`src/sv/edbd_pkg.sv`:
```
package edbd_pkg;

  localparam int BYTE_W = 8;
  localparam int CODE_W = 16;
  localparam int IDX_W = 16;
  localparam int DEF_TABLE_DEPTH = 65536;

  localparam logic [BYTE_W-1:0] CH_COLON  = 8'h3A;
  localparam logic [BYTE_W-1:0] CH_LBRACK = 8'h5B;
  localparam logic [BYTE_W-1:0] CH_RBRACK = 8'h5D;
  localparam logic [BYTE_W-1:0] CH_BSLASH = 8'h5C;
  localparam logic [BYTE_W-1:0] ASCII_MAX = 8'd127;

  localparam logic OP_DATA  = 1'b0;
  localparam logic OP_TABLE = 1'b1;

  localparam logic REG_MODE        = 1'b0;
  localparam logic REG_PLACEHOLDER = 1'b1;

  typedef struct packed {
    logic [1:0]        cnt;
    logic [CODE_W-1:0] c0;
    logic [CODE_W-1:0] c1;
    logic              tbl;
    logic              has;
    logic              done;
    logic              stopped;
  } res_t;

  function automatic logic [5:0] digit_value(input logic [BYTE_W-1:0] b);
    logic [5:0] v;
    v = 6'd0;
    if (b >= 8'h30 && b <= 8'h39) begin
      v = 6'(b - 8'h30);
    end else if (b >= 8'h61 && b <= 8'h7A) begin
      v = 6'(b - 8'h61 + 8'd10);
    end else if (b >= 8'h41 && b <= 8'h5A) begin
      v = 6'(b - 8'h41 + 8'd10);
    end
    return v;
  endfunction

endpackage

```
`src/sv/edbd_parse.sv`:
```
module edbd_parse import edbd_pkg::*; #(
  parameter int TABLE_DEPTH = DEF_TABLE_DEPTH
) (
  input  logic                   clk_i,
  input  logic                   rst_ni,
  input  logic                   accept_i,
  input  logic [BYTE_W-1:0]      byte_i,
  input  logic                   end_i,
  input  logic                   dbm_i,
  input  logic [CODE_W-1:0]      placeholder_i,
  input  logic                   take_i,
  output logic                   ready_o,
  output logic                   s1_valid_o,
  output res_t                   s1_res_o,
  output logic [IDX_W-1:0]       x_o,
  output logic [IDX_W-$clog2(TABLE_DEPTH):0] q_o
);

  localparam int QW = IDX_W + 1 - $clog2(TABLE_DEPTH);
  localparam int RECIP = (1 << IDX_W) / TABLE_DEPTH;

  localparam logic [2:0] PH_NORMAL  = 3'd0;
  localparam logic [2:0] PH_ESCAPE  = 3'd1;
  localparam logic [2:0] PH_HEX     = 3'd2;
  localparam logic [2:0] PH_BRACKET = 3'd3;
  localparam logic [2:0] PH_PAIR    = 3'd4;

  logic [2:0]        phase_q, phase_d;
  logic [CODE_W-1:0] acc_q, acc_d;
  logic [1:0]        dcnt_q, dcnt_d;
  logic [BYTE_W-1:0] lead_q, lead_d;

  logic              s1_valid_q;
  res_t              s1_res_q, res_d;
  logic [IDX_W-1:0]  x_q, x_d;
  logic [QW-1:0]     q_q, q_d;
  logic [IDX_W+QW-1:0] prod;

  always_comb begin
    logic [CODE_W-1:0] acc_h;
    logic [1:0]        n;
    acc_h   = {acc_q[CODE_W-5:0], 4'b0000} | {10'd0, digit_value(byte_i)};
    n       = 2'd0;
    res_d   = '0;
    phase_d = phase_q;
    acc_d   = acc_q;
    dcnt_d  = dcnt_q;
    lead_d  = lead_q;
    case (phase_q)
      PH_ESCAPE: begin
        if (byte_i == CH_COLON) begin
          phase_d = PH_HEX;
          acc_d   = '0;
          dcnt_d  = '0;
        end else if (byte_i == CH_LBRACK) begin
          phase_d = PH_BRACKET;
        end else begin
          res_d.c0 = {8'd0, CH_BSLASH};
          res_d.c1 = {8'd0, byte_i};
          n        = 2'd2;
          phase_d  = PH_NORMAL;
        end
      end
      PH_HEX: begin
        if (dcnt_q == 2'd3) begin
          res_d.c0 = acc_h;
          n        = 2'd1;
          acc_d    = '0;
          dcnt_d   = '0;
          phase_d  = PH_NORMAL;
        end else begin
          acc_d  = acc_h;
          dcnt_d = dcnt_q + 2'd1;
        end
      end
      PH_BRACKET: begin
        if (byte_i == CH_RBRACK) begin
          res_d.c0 = placeholder_i;
          n        = 2'd1;
          phase_d  = PH_NORMAL;
        end
      end
      PH_PAIR: begin
        res_d.tbl = 1'b1;
        n         = 2'd1;
        phase_d   = PH_NORMAL;
      end
      default: begin
        phase_d = PH_NORMAL;
        if (byte_i == CH_BSLASH) begin
          phase_d = PH_ESCAPE;
        end else if (dbm_i && byte_i > ASCII_MAX) begin
          lead_d  = byte_i;
          phase_d = PH_PAIR;
        end else begin
          res_d.c0 = {8'd0, byte_i};
          n        = 2'd1;
        end
      end
    endcase
    res_d.has = 1'b1;
    if (end_i) begin
      if (phase_d == PH_ESCAPE && dbm_i) begin
        res_d.c0 = {8'd0, CH_BSLASH};
        n        = 2'd1;
      end else if (phase_d != PH_NORMAL) begin
        res_d.stopped = 1'b1;
      end
      if (n == 2'd0) begin
        n         = 2'd1;
        res_d.has = 1'b0;
      end
      res_d.done = 1'b1;
      phase_d    = PH_NORMAL;
      acc_d      = '0;
      dcnt_d     = '0;
      lead_d     = '0;
    end
    res_d.cnt = n;
  end

  assign x_d  = {lead_q, byte_i};
  assign prod = {{QW{1'b0}}, x_d} * (IDX_W+QW)'(RECIP);
  assign q_d  = prod[IDX_W+QW-1:IDX_W];

  always_ff @(posedge clk_i or negedge rst_ni) begin
    if (!rst_ni) begin
      phase_q <= PH_NORMAL;
      acc_q   <= '0;
      dcnt_q  <= '0;
      lead_q  <= '0;
    end else if (accept_i) begin
      phase_q <= phase_d;
      acc_q   <= acc_d;
      dcnt_q  <= dcnt_d;
      lead_q  <= lead_d;
    end
  end

  always_ff @(posedge clk_i or negedge rst_ni) begin
    if (!rst_ni) begin
      s1_valid_q <= 1'b0;
    end else if (accept_i && res_d.cnt != 2'd0) begin
      s1_valid_q <= 1'b1;
    end else if (take_i) begin
      s1_valid_q <= 1'b0;
    end
  end

  always_ff @(posedge clk_i) begin
    if (accept_i) begin
      s1_res_q <= res_d;
      x_q      <= x_d;
      q_q      <= q_d;
    end
  end

  assign ready_o    = !s1_valid_q || take_i;
  assign s1_valid_o = s1_valid_q;
  assign s1_res_o   = s1_res_q;
  assign x_o        = x_q;
  assign q_o        = q_q;

endmodule

```
`config.mk`:
```
export PLATFORM = sky130hd
export DESIGN_NAME = edbd_parse
export DESIGN_NICKNAME = d
export VERILOG_FILES = /design/src/sv/edbd_pkg.sv /design/src/sv/edbd_parse.sv
export SDC_FILE = /design/constraint.sdc
export NUM_CORES = 1
export LEC_CHECK = 0
export ABC_AREA = 1
export BUFFER_PORTS_ARGS = -buffer_cell sky130_fd_sc_hd__buf_4
export CAP_MARGIN = 20
export CORE_ASPECT_RATIO = 2
export CORE_MARGIN = 5
export CORE_UTILIZATION = 54
export DETAILED_ROUTE_END_ITERATION = 10
export GPL_ROUTABILITY_DRIVEN = 0
export HOLD_SLACK_MARGIN = 0.1
export PLACE_DENSITY = 0.87
export SYNTH_ARGS = -nofsm -noshare
export SYNTH_HDL_FRONTEND = slang
export SYNTH_SLANG_ARGS = --single-unit
```
`constraint.sdc`:
```
create_clock -name clk_i -period 1.9 [get_ports clk_i]
set_clock_uncertainty 0.15 [all_clocks]
set_input_delay 0.285 -clock clk_i [delete_from_list [all_inputs] [get_ports clk_i]]
set_output_delay 0.285 -clock clk_i [all_outputs]
set_load 0.05 [all_outputs]
```
==> out/metrics.cfg <==
[run_status]
outcome=finished clean

[grt]
grt_pass1_wl_mm=14.3
grt_start_max_net_pins=35
busiest_layer=met2
use_met3_pct=4.40
gr-total-overflow=0
grt_pass1_vias=3011
grt_util_met2_pct=35.7
antenna_found_initial=0
grt_usage_pct=22.0
met1_usage_pct=28.2

[routing]
vias=3071
antenna_left=0
drtIter0Drc=285
route.detailed.drc=0
post_drt_wl_per_cell_um=15.2
drtPass1Iterations=5
routed_wl_mm=8.97
via_per_inst=5.20

[final_layout]
fin_cells=591
drive_above_1_share_pct=34.9
most-common-layout-cells=105 x buf_4, 68 x nand2_1, 50 x inv_1
layout_commonest_cell=buf_4
antennaDiodeCount=0
n_fill_cell=471
area_growth_pct=34.2
nets=537

[timing]
period_needed_ps=1800
max_freq_mhz=557
final.period_utilization_pct=94.5
slew_violations=0
setup_violations=0
fin_ws_ps=104
holdWs_ps=124
hold_viol_final=0
final.setup.tns_ps=0

[pwr]
power_per_cell_area_mw_per_mm2=858
p_sw_mw=1.24
internal_power_mw=3.05
ir_drop_v=0.000827
netSwitchingFraction_pct=29.0
finalPower_mw=4.29
seq_power_share_pct=42.6
leakagePower_nw=2.28
pwr-share-clk_pct=35.3
p_comb_share_pct=22.0

[critical_path]
cp.arrival_ps=1720
required_ps=1830
r2r_start=phase_q[0]$_DFFE_PN0P_
r2r_cells=10
r2r_end=s1_res_o[24]$_DFFE_PP_
crit_fanout=5
cp-end-kind=register
critical_path_class=reg2reg
start_kind=register
r2r_slack_ps=100

[floorplan]
core_area_sq_mm=0.00683
chipWidth_um=68.7
start_util_pct=54.5
die-height_um=127
io_pins=87
rows=43
die_area_sq_mm=0.00876

[yosys]
synth_edf_count=46
synth_cells=370
synthAdderAreaFrac_pct=3.69
synth.avg_cell_area_sq_um=10.1
async_flop_share_pct=36.1
ys_seq_area_share_pct=54.6
synthSimpleGateAreaFrac_pct=21.6
synth_top_family_by_area=simple AND/OR/NAND/NOR gates
ys_seq_elements=72
synth_xor_area_share_pct=0.470
synth.distinct_cells=39
synth_compound_area_share_pct=10.0
ys_dominant_reg_cell=edfxtp_1
yosysWarnings=0
synthMuxAreaShare_pct=0
netlist_area_sq_mm=0.00372

[run]
max-cap-violations=0

[placed_design]
place_inst=558
hpwl_mm=6.53
numPortBuffers=77
place_ws_ps=-101

[clock_network]
cts.sinks=72
cts_tree=done
h-tree-depth=3
cts_buffer_depth=2
clkLatencyLatePin_ps=330
cts_buffers=9
clk_pin_slew_ps=50
root_buffer=clkbuf_16

[hold_path]
hp-start=placeholder_i[1]
hold_depth=3
hold_path_class=in2reg
hold_end=s1_res_o[21]$_DFFE_PP_

layer usage:
metal / part of all wire [%] / vias up
met2: 52 / 143
li1: - / 1467
met3: 8.1 / 22
met4: 2.1 / 0
met1: 38 / 1439
met5: 0 / -
stage by stage:
step / area, sq um / utilization, %
after global placement: 4540 / 66.5
after detailed placement: 4540 / 66.5
after global routing: 5000 / 73.1
after CTS: 4980 / 72.8
after floorplan: 3750 / -
final: 5000 / 73.1
area by class of cell:
cell class                 instances  area (sq um)  share of cell area (%)
timing repair buffer             122           968                    19.4
sequential                        72          2030                    40.7
multi-input combinational        231          1380                    27.6
tap                               90           113                    2.25
clock inverter                     1          3.75                  0.0751
inverter                          60           230                    4.61
clock buffer                      15           268                    5.36
synth_stat cells, types with 6 or more instances:
cell / n / area share [%]
nand2_1: 71 / 7.2
ha_1: 11 / 3.7
dfrtp_1: 26 / 17
nand4_1: 7 / 1.2
buf_4: 10 / 2.0
nor2_4: 6 / 1.8
edfxtp_1: 46 / 37
o22ai_1: 11 / 1.8
inv_2: 8 / 0.81
nand3_1: 23 / 3.1
nand2_2: 12 / 2.0
inv_1: 50 / 5.0
nor2_1: 21 / 2.1
o21ai_0: 20 / 2.7
logic make-up (layout without fill, tap and decap cells):
logic type                 after synthesis  in the layout
other                                    1              9
buffers and inverters                   75            198
xor gates and xnor gates                 2              2
AOI/OAI and AO/OA                       54             54
and+or+nand+nor                        155            155
DFF                                     72             72
adders and majority gates               11             11
worst max-delay path: stages, from the launching register on:
cell	delay [ps]
dfrtp_1	420
inv_2	120
nand3_1	130
nand2_2	120
clkinv_1	100
o21ai_4	110
nor2_4	60
inv_2	80
nor2_1	50
a21oi_2	110
nand3_2	80
how the worst max path moves through the flow:
stage / cells after the start / to / from / slack, ps
2_1_floorplan: 11 / s1_res_o[24]$_DFFE_PP_ / byte_i[5] / 70
3_3_place_gp: 11 / s1_res_o[24]$_DFFE_PP_ / byte_i[1] / -40
3_5_place_dp: 12 / s1_res_o[22]$_DFFE_PP_ / byte_i[1] / -100
4_1_cts: 10 / s1_res_o[2]$_SDFFCE_PN1P_ / phase_q[2]$_DFFE_PN0P_ / 90
5_1_grt: 10 / s1_res_o[24]$_DFFE_PP_ / phase_q[0]$_DFFE_PN0P_ / -10
6_report: 10 / s1_res_o[24]$_DFFE_PP_ / phase_q[0]$_DFFE_PN0P_ / 100
power groups by stage:
stage / logic [mW] / clock network, mW / registers, mW
after CTS: 0.940 / 1.54 / 1.83
after floorplan: 0.332 / 0 / 2.12
final: 0.945 / 1.51 / 1.83
after global placement: 0.895 / 0 / 1.86
after global routing: 1.00 / 1.62 / 1.84
after detailed placement: 0.909 / 0 / 1.86
timing repair:
action / in CTS / in global routing
hold buffers: 16 / 0
endpoints found under the hold margin: 41 / 0
buffers inserted: 0 / 1
setup endpoints to repair: 0 / 7
gates resized for setup: 0 / 7
state kept, by name, summed over array words and instances, names as in the netlist:
register / cells
acc_q: 12
dcnt_q: 2
lead_q: 8
phase_q: 3
s1_res_o: 30
s1_valid_o: 1
x_o: 16
Power figures use the tool's default switching activity.
