$ cat src/sv/edbd_pkg.sv
package edbd_pkg;

  localparam int BYTE_W = 8;
  localparam int CODE_W = 16;
  localparam int IDX_W = 16;
  localparam int DEF_TABLE_DEPTH = 65536;

  localparam logic [BYTE_W-1:0] CH_COLON  = 8'h3A;
  localparam logic [BYTE_W-1:0] CH_LBRACK = 8'h5B;
  localparam logic [BYTE_W-1:0] CH_RBRACK = 8'h5D;
  localparam logic [BYTE_W-1:0] CH_BSLASH = 8'h5C;
  localparam logic [BYTE_W-1:0] ASCII_MAX = 8'd127;

  localparam logic OP_DATA  = 1'b0;
  localparam logic OP_TABLE = 1'b1;

  localparam logic REG_MODE        = 1'b0;
  localparam logic REG_PLACEHOLDER = 1'b1;

  typedef struct packed {
    logic [1:0]        cnt;
    logic [CODE_W-1:0] c0;
    logic [CODE_W-1:0] c1;
    logic              tbl;
    logic              has;
    logic              done;
    logic              stopped;
  } res_t;

  function automatic logic [5:0] digit_value(input logic [BYTE_W-1:0] b);
    logic [5:0] v;
    v = 6'd0;
    if (b >= 8'h30 && b <= 8'h39) begin
      v = 6'(b - 8'h30);
    end else if (b >= 8'h61 && b <= 8'h7A) begin
      v = 6'(b - 8'h61 + 8'd10);
    end else if (b >= 8'h41 && b <= 8'h5A) begin
      v = 6'(b - 8'h41 + 8'd10);
    end
    return v;
  endfunction

endpackage

$ cat src/sv/edbd_if.sv


interface edbd_out_if import edbd_pkg::*; ();
  logic              valid;
  logic              ready;
  logic [CODE_W-1:0] code_unit;
  logic              has_code;
  logic              text_done;
  logic              stopped_early;
  logic              last_of_run;

  modport source (output valid, code_unit, has_code, text_done, stopped_early,
                  last_of_run, input ready);
  modport sink (input valid, code_unit, has_code, text_done, stopped_early,
                last_of_run, output ready);
endinterface

$ cat src/sv/edbd_emit.sv
module edbd_emit import edbd_pkg::*; (
  input  logic              clk_i,
  input  logic              rst_ni,
  input  logic              s1_valid_i,
  input  res_t              s1_res_i,
  input  logic [CODE_W-1:0] rd_data_i,
  output logic              take_o,
  edbd_out_if.source        out_o
);

  logic              s2_valid_q;
  res_t              s2_res_q;
  logic              sel_q;
  logic              out_valid_q;
  logic [CODE_W-1:0] code_q;
  logic              has_q;
  logic              done_q;
  logic              stopped_q;
  logic              last_q;

  logic              out_free;
  logic              emit;
  logic              is_last;
  logic              s2_free;
  logic [CODE_W-1:0] code_sel;

  assign out_free = !out_valid_q || out_o.ready;
  assign emit     = s2_valid_q && out_free;
  assign is_last  = (s2_res_q.cnt == 2'd2) ? sel_q : !sel_q;
  assign s2_free  = !s2_valid_q || (emit && is_last);
  assign take_o   = s1_valid_i && s2_free;
  assign code_sel = sel_q ? s2_res_q.c1 : (s2_res_q.tbl ? rd_data_i : s2_res_q.c0);

  always_ff @(posedge clk_i or negedge rst_ni) begin
    if (!rst_ni) begin
      s2_valid_q <= 1'b0;
      sel_q      <= 1'b0;
    end else if (take_o) begin
      s2_valid_q <= 1'b1;
      sel_q      <= 1'b0;
    end else if (emit && is_last) begin
      s2_valid_q <= 1'b0;
    end else if (emit) begin
      sel_q <= 1'b1;
    end
  end

  always_ff @(posedge clk_i) begin
    if (take_o) begin
      s2_res_q <= s1_res_i;
    end
  end

  always_ff @(posedge clk_i or negedge rst_ni) begin
    if (!rst_ni) begin
      out_valid_q <= 1'b0;
    end else if (emit) begin
      out_valid_q <= 1'b1;
    end else if (out_o.ready) begin
      out_valid_q <= 1'b0;
    end
  end

  always_ff @(posedge clk_i) begin
    if (emit) begin
      code_q    <= code_sel;
      has_q     <= s2_res_q.has;
      done_q    <= s2_res_q.done && is_last;
      stopped_q <= s2_res_q.stopped && is_last;
      last_q    <= is_last;
    end
  end

  assign out_o.valid         = out_valid_q;
  assign out_o.code_unit     = code_q;
  assign out_o.has_code      = has_q;
  assign out_o.text_done     = done_q;
  assign out_o.stopped_early = stopped_q;
  assign out_o.last_of_run   = last_q;

`ifndef ASSERT_OFF
  a_second_follows: assert property (@(posedge clk_i) disable iff (!rst_ni)
    out_valid_q && out_o.ready && !last_q |=> out_valid_q)
    else $error("Second result of an item did not follow.");

  a_done_is_last: assert property (@(posedge clk_i) disable iff (!rst_ni)
    out_valid_q && done_q |-> last_q)
    else $error("Final result of a buffer not marked last.");

  a_stop_no_code: assert property (@(posedge clk_i) disable iff (!rst_ni)
    out_valid_q && stopped_q |-> done_q && !has_q && code_q == '0)
    else $error("Early stop carries a code unit.");

  a_sel_range: assert property (@(posedge clk_i) disable iff (!rst_ni)
    s2_valid_q && sel_q |-> s2_res_q.cnt == 2'd2)
    else $error("Result select beyond result count.");
`endif

endmodule

$ cat src/flat_wrapper.sv
// flat-port wrapper written by rule: the top's interface ports become plain ports
module edbd_emit_flat import edbd_pkg::*;
  (clk_i, rst_ni, s1_valid_i, s1_res_i, rd_data_i, take_o, out_o_valid, out_o_code_unit, out_o_has_code, out_o_text_done, out_o_stopped_early, out_o_last_of_run, out_o_ready);
  edbd_out_if out_o_i ();
  input  logic clk_i;
  input  logic rst_ni;
  input  logic s1_valid_i;
  input  res_t s1_res_i;
  input  logic [CODE_W-1:0] rd_data_i;
  output logic take_o;
  output wire logic [$bits(out_o_i.valid)-1:0] out_o_valid;
  output wire logic [$bits(out_o_i.code_unit)-1:0] out_o_code_unit;
  output wire logic [$bits(out_o_i.has_code)-1:0] out_o_has_code;
  output wire logic [$bits(out_o_i.text_done)-1:0] out_o_text_done;
  output wire logic [$bits(out_o_i.stopped_early)-1:0] out_o_stopped_early;
  output wire logic [$bits(out_o_i.last_of_run)-1:0] out_o_last_of_run;
  input wire logic [$bits(out_o_i.ready)-1:0] out_o_ready;
  assign out_o_valid = out_o_i.valid;
  assign out_o_code_unit = out_o_i.code_unit;
  assign out_o_has_code = out_o_i.has_code;
  assign out_o_text_done = out_o_i.text_done;
  assign out_o_stopped_early = out_o_i.stopped_early;
  assign out_o_last_of_run = out_o_i.last_of_run;
  assign out_o_i.ready = out_o_ready;
  edbd_emit u_core (.clk_i(clk_i), .rst_ni(rst_ni), .s1_valid_i(s1_valid_i), .s1_res_i(s1_res_i), .rd_data_i(rd_data_i), .take_o(take_o), .out_o(out_o_i));
endmodule
$ cat config.mk
export PLATFORM = sky130hd
export DESIGN_NAME = edbd_emit_flat
export DESIGN_NICKNAME = d
export VERILOG_FILES = /design/src/sv/edbd_pkg.sv /design/src/sv/edbd_if.sv /design/src/sv/edbd_emit.sv /design/src/flat_wrapper.sv
export SDC_FILE = /design/constraint.sdc
export NUM_CORES = 1
export LEC_CHECK = 0
export ABC_AREA = 1
export BUFFER_PORTS_ARGS = -buffer_cell sky130_fd_sc_hd__buf_2
export CORE_MARGIN = 1.5
export CORE_UTILIZATION = 44
export CTS_BUF_LIST = sky130_fd_sc_hd__clkbuf_16
export DETAILED_ROUTE_END_ITERATION = 8
export HOLD_SLACK_MARGIN = 0.06
export PLACE_DENSITY = 0.76
export SKIP_LAST_GASP = 1
export SLEW_MARGIN = 0
export SYNTH_ARGS = -nofsm -noshare
export SYNTH_HDL_FRONTEND = slang
export SYNTH_SLANG_ARGS = --single-unit
$ cat constraint.sdc
create_clock -name clk_i -period 2 [get_ports clk_i]
set_clock_uncertainty 0.2 [all_clocks]
set_input_delay 0.1 -clock clk_i [delete_from_list [all_inputs] [get_ports clk_i]]
set_output_delay 0.1 -clock clk_i [all_outputs]
set_load 0.005 [all_outputs]
==> impl_metrics.py <==
metrics = {
    "route": {
        "wl_per_cell_um": 14.2,
        "dr.pass1.iters": 4,
        "antenna_left": 0,
        "via_per_inst": 4.61,
        "drt_iter0_drc": 100,
        "drc": 0,
        "num_vias": 1741,
        "routed_wl_mm": 5.39,
    },
    "critical_path": {
        "cp_slowest_cell": "edfxtp_1",
        "crit_path_start_kind": "flip-flop",
        "cp_max_fo": 20,
        "crit_chain": "inv_1 -> nand2_1 -> nand2_1 -> nand3_2 -> nand2_2 -> nand2_2 -> clkinvlp_4 -> buf_8 -> buf_2",
        "critPathKind": "reg2out",
        "cpPeakStageDelay_ns": 0.36,
        "cp_data_arrival_time_ns": 1.61,
        "endpoint_kind": "output pin",
        "required_ns": 1.70,
    },
    "timing": {
        "hold_violations": 0,
        "rsz0062_at_grt": "false",
        "setup_tns_ns": 0,
        "period_needed_ns": 1.91,
        "finalCritPeriodShare": 0.954,
        "tightest_slew_ns": 0.637,
        "fmax_ghz": 0.524,
        "slew_viol_final": 0,
        "final.setup.worst_slack_ns": 0.0911,
        "relSlewSlack": 0.575,
        "final-setup-viol-count": 0,
    },
    "placed_design": {
        "port_buffers": 79,
        "place_hpwl_mm": 2.95,
        "place_ws_ns": 0.176,
        "gp_congestion": 0.655,
        "dpl_cell_area_mm2": 0.00276,
    },
    "power": {
        "p_sw_frac": 0.276,
        "peakVddDrop_v": 0.000856,
        "pwr_density_cell_mw_per_mm2": 1250,
        "p_comb_frac": 0.235,
        "power.leakage_nw": 1.52,
        "p_int_mw": 3.31,
        "power.total_mw": 4.57,
        "power_frac_seq": 0.448,
        "power.switching_mw": 1.26,
        "clkPwrFrac": 0.317,
    },
    "floorplan": {
        "die_area_mm2": 0.00562,
        "die_w_um": 75.0,
        "coreArea_mm2": 0.00504,
        "start_util": 0.452,
        "pin_count": 80,
        "die_h_um": 75.0,
        "row_count": 26,
    },
    "synth": {
        "synthCells": 156,
        "synth_area_leader_cell": "edfxtp_1",
        "ys_types": 14,
        "synth_edf_count": 58,
        "netlist_top_cells_area": "edfxtp_1 (76%), a21oi_1 (7.2%), nand2_1 (4.1%), dfrtp_1 (3.3%), nor2_1 (3.0%)",
        "synthTopCellsByCount": "edfxtp_1 (58), a21oi_1 (33), nand2_1 (25)",
        "syn-num-nets": 214,
        "syn_avg_cell_area_um2": 14.6,
        "ys_ff_latch": 61,
        "synth_flop_cell": "edfxtp_1",
        "synth_most_common_cell": "edfxtp_1",
        "ys.warnings.count": 0,
        "synth-async-reset-ratio": 0.0492,
        "syn-cell-area_mm2": 0.00228,
        "seq_area_frac_synth": 0.797,
        "synth_top_cell_area_share": 0.764,
    },
    "clock_tree": {
        "cts.clk_slew.worst_paths_ns": 0.05,
        "cts_root_buf": "clkbuf_16",
        "cts.htree.levels": 3,
        "tritoncts": "yes",
        "worst_skew_pair.late_latency_ns": 0.32,
        "clock-sinks": 61,
        "cts-buffers-inserted": 9,
        "cts.path.max_buffers": 2,
    },
    "global_routing": {
        "antenna_found_initial": 0,
        "grt.total_usage": 0.206,
        "grt_max_degree": 21,
        "grt_overflow": 0,
        "grt_pass1_vias": 1751,
        "grt_pass1_wl_mm": 7.94,
    },
    "final_layout": {
        "final_nets": 361,
        "synthToLayoutAreaGrowth_pct": 59.7,
        "final_core_util": 0.722,
        "antenna_cells": 0,
        "drive_gt1_frac": 0.344,
        "postLayoutCellArea_mm2": 0.00364,
    },
    "run_status": {
        "outcome": "finished clean",
    },
    "job": {
        "maxCapViolCount": 0,
    },
    "worst_hold_path": {
        "hold_class": "reg2reg",
    },
}
logic make-up after synthesis:
logic type / after synthesis / share of synthesized area
AOI/OAI and AO/OA: 33 / 0.0725
buffers and inverters: 15 / 0.0417
DFF: 61 / 0.797
and+or+nand+nor: 47 / 0.0884
layout by cell type, fill, tap and decap left out, types with 2 or more instances in the layout:
cell,n
a21oi_1,32
buf_2,79
buf_4,3
clkbuf_16,9
clkinv_2,2
clkinvlp_4,2
dfrtp_1,2
dlygate4sd3_1,58
edfxtp_1,58
inv_1,8
nand2_1,25
nand2_2,2
nor2_1,18
per-stage QoR:
| step | instances | hold WS [ns] |
|---|---|---|
| 5_1_grt | 378 | 0.230 |
| 3_3_place_gp | 303 | -0.298 |
| 3_5_place_dp | 303 | -0.301 |
| 4_1_cts | 378 | 0.218 |
| 6_report | 378 | 0.216 |
| 2_1_floorplan | 156 | -0.396 |
power by group through the flow:
stage | clock, mW | sequential (mW) | combinational (mW)
6_report | 1.45 | 2.04 | 1.07
4_1_cts | 1.47 | 2.04 | 1.08
3_5_place_dp | 0 | 2.06 | 0.967
2_1_floorplan | 0 | 2.04 | 0.563
3_3_place_gp | 0 | 2.05 | 0.926
5_1_grt | 1.51 | 2.08 | 1.19
path summary, 6_finish.rpt:
path / start / to / slack [ns] / depth (start not counted)
hold reg to reg: u_core.s2_res_q[2] / u_core.out_o.has_code / 0.22 / 0
setup reg to reg: u_core.s2_res_q[36] / u_core.s2_res_q[27] / 0.26 / 8
max in group asynchronous: rst_ni / u_core.sel_q / 0.98 / 3
hold / removal: u_core.s2_res_q[2] / u_core.out_o.has_code / 0.22 / 0
min in group asynchronous: rst_ni / u_core.out_o.valid / 0.46 / 3
setup / recovery: u_core.s2_res_q[36] / take_o / 0.09 / 9
timing repair:
| item | 4_1_cts | 5_1_grt |
|---|---|---|
| hold buffers | 58 | 0 |
| buffers inserted | 1 | 0 |
| endpoints found under the setup margin | 1 | 1 |
| gates resized for setup | 2 | 1 |
| endpoints found under the hold margin | 60 | 0 |
flip-flops by register name (all words and copies together) (netlist names):
name                        count
u_core.out_o.code_unit         16
u_core.out_o.has_code           1
u_core.out_o.last_of_run        1
u_core.out_o.stopped_early      1
u_core.out_o.text_done          1
u_core.out_o.valid              1
u_core.s2_res_q                38
u_core.s2_valid_q               1
u_core.sel_q                    1
cell type report:
cell class,instances,area (um^2)
fillers,341,1400
well taps,70,87.6
clock inverters,7,58.8
clock buffers,9,225
repair buffers,142,1030
inverters,9,45.0
flip-flops and latches,61,1820
multi-input cells,80,370
critical path: cells and delay by family, from the launching register on:
kind | cells | cell delay [ns]
buffers and inverters | 4 | 0.54
flip-flops | 1 | 0.36
AND/OR/NAND/NOR | 5 | 0.38
routing by layer:
metal,vias up,routed length [um],GRT usage
li1,848,-,-
met4,0,221,0.145
met1,798,1980,0.215
met2,75,2880,0.360
met3,20,295,0.0522
met5,-,0,0
No activity file was read; power rests on OpenSTA's default activity.
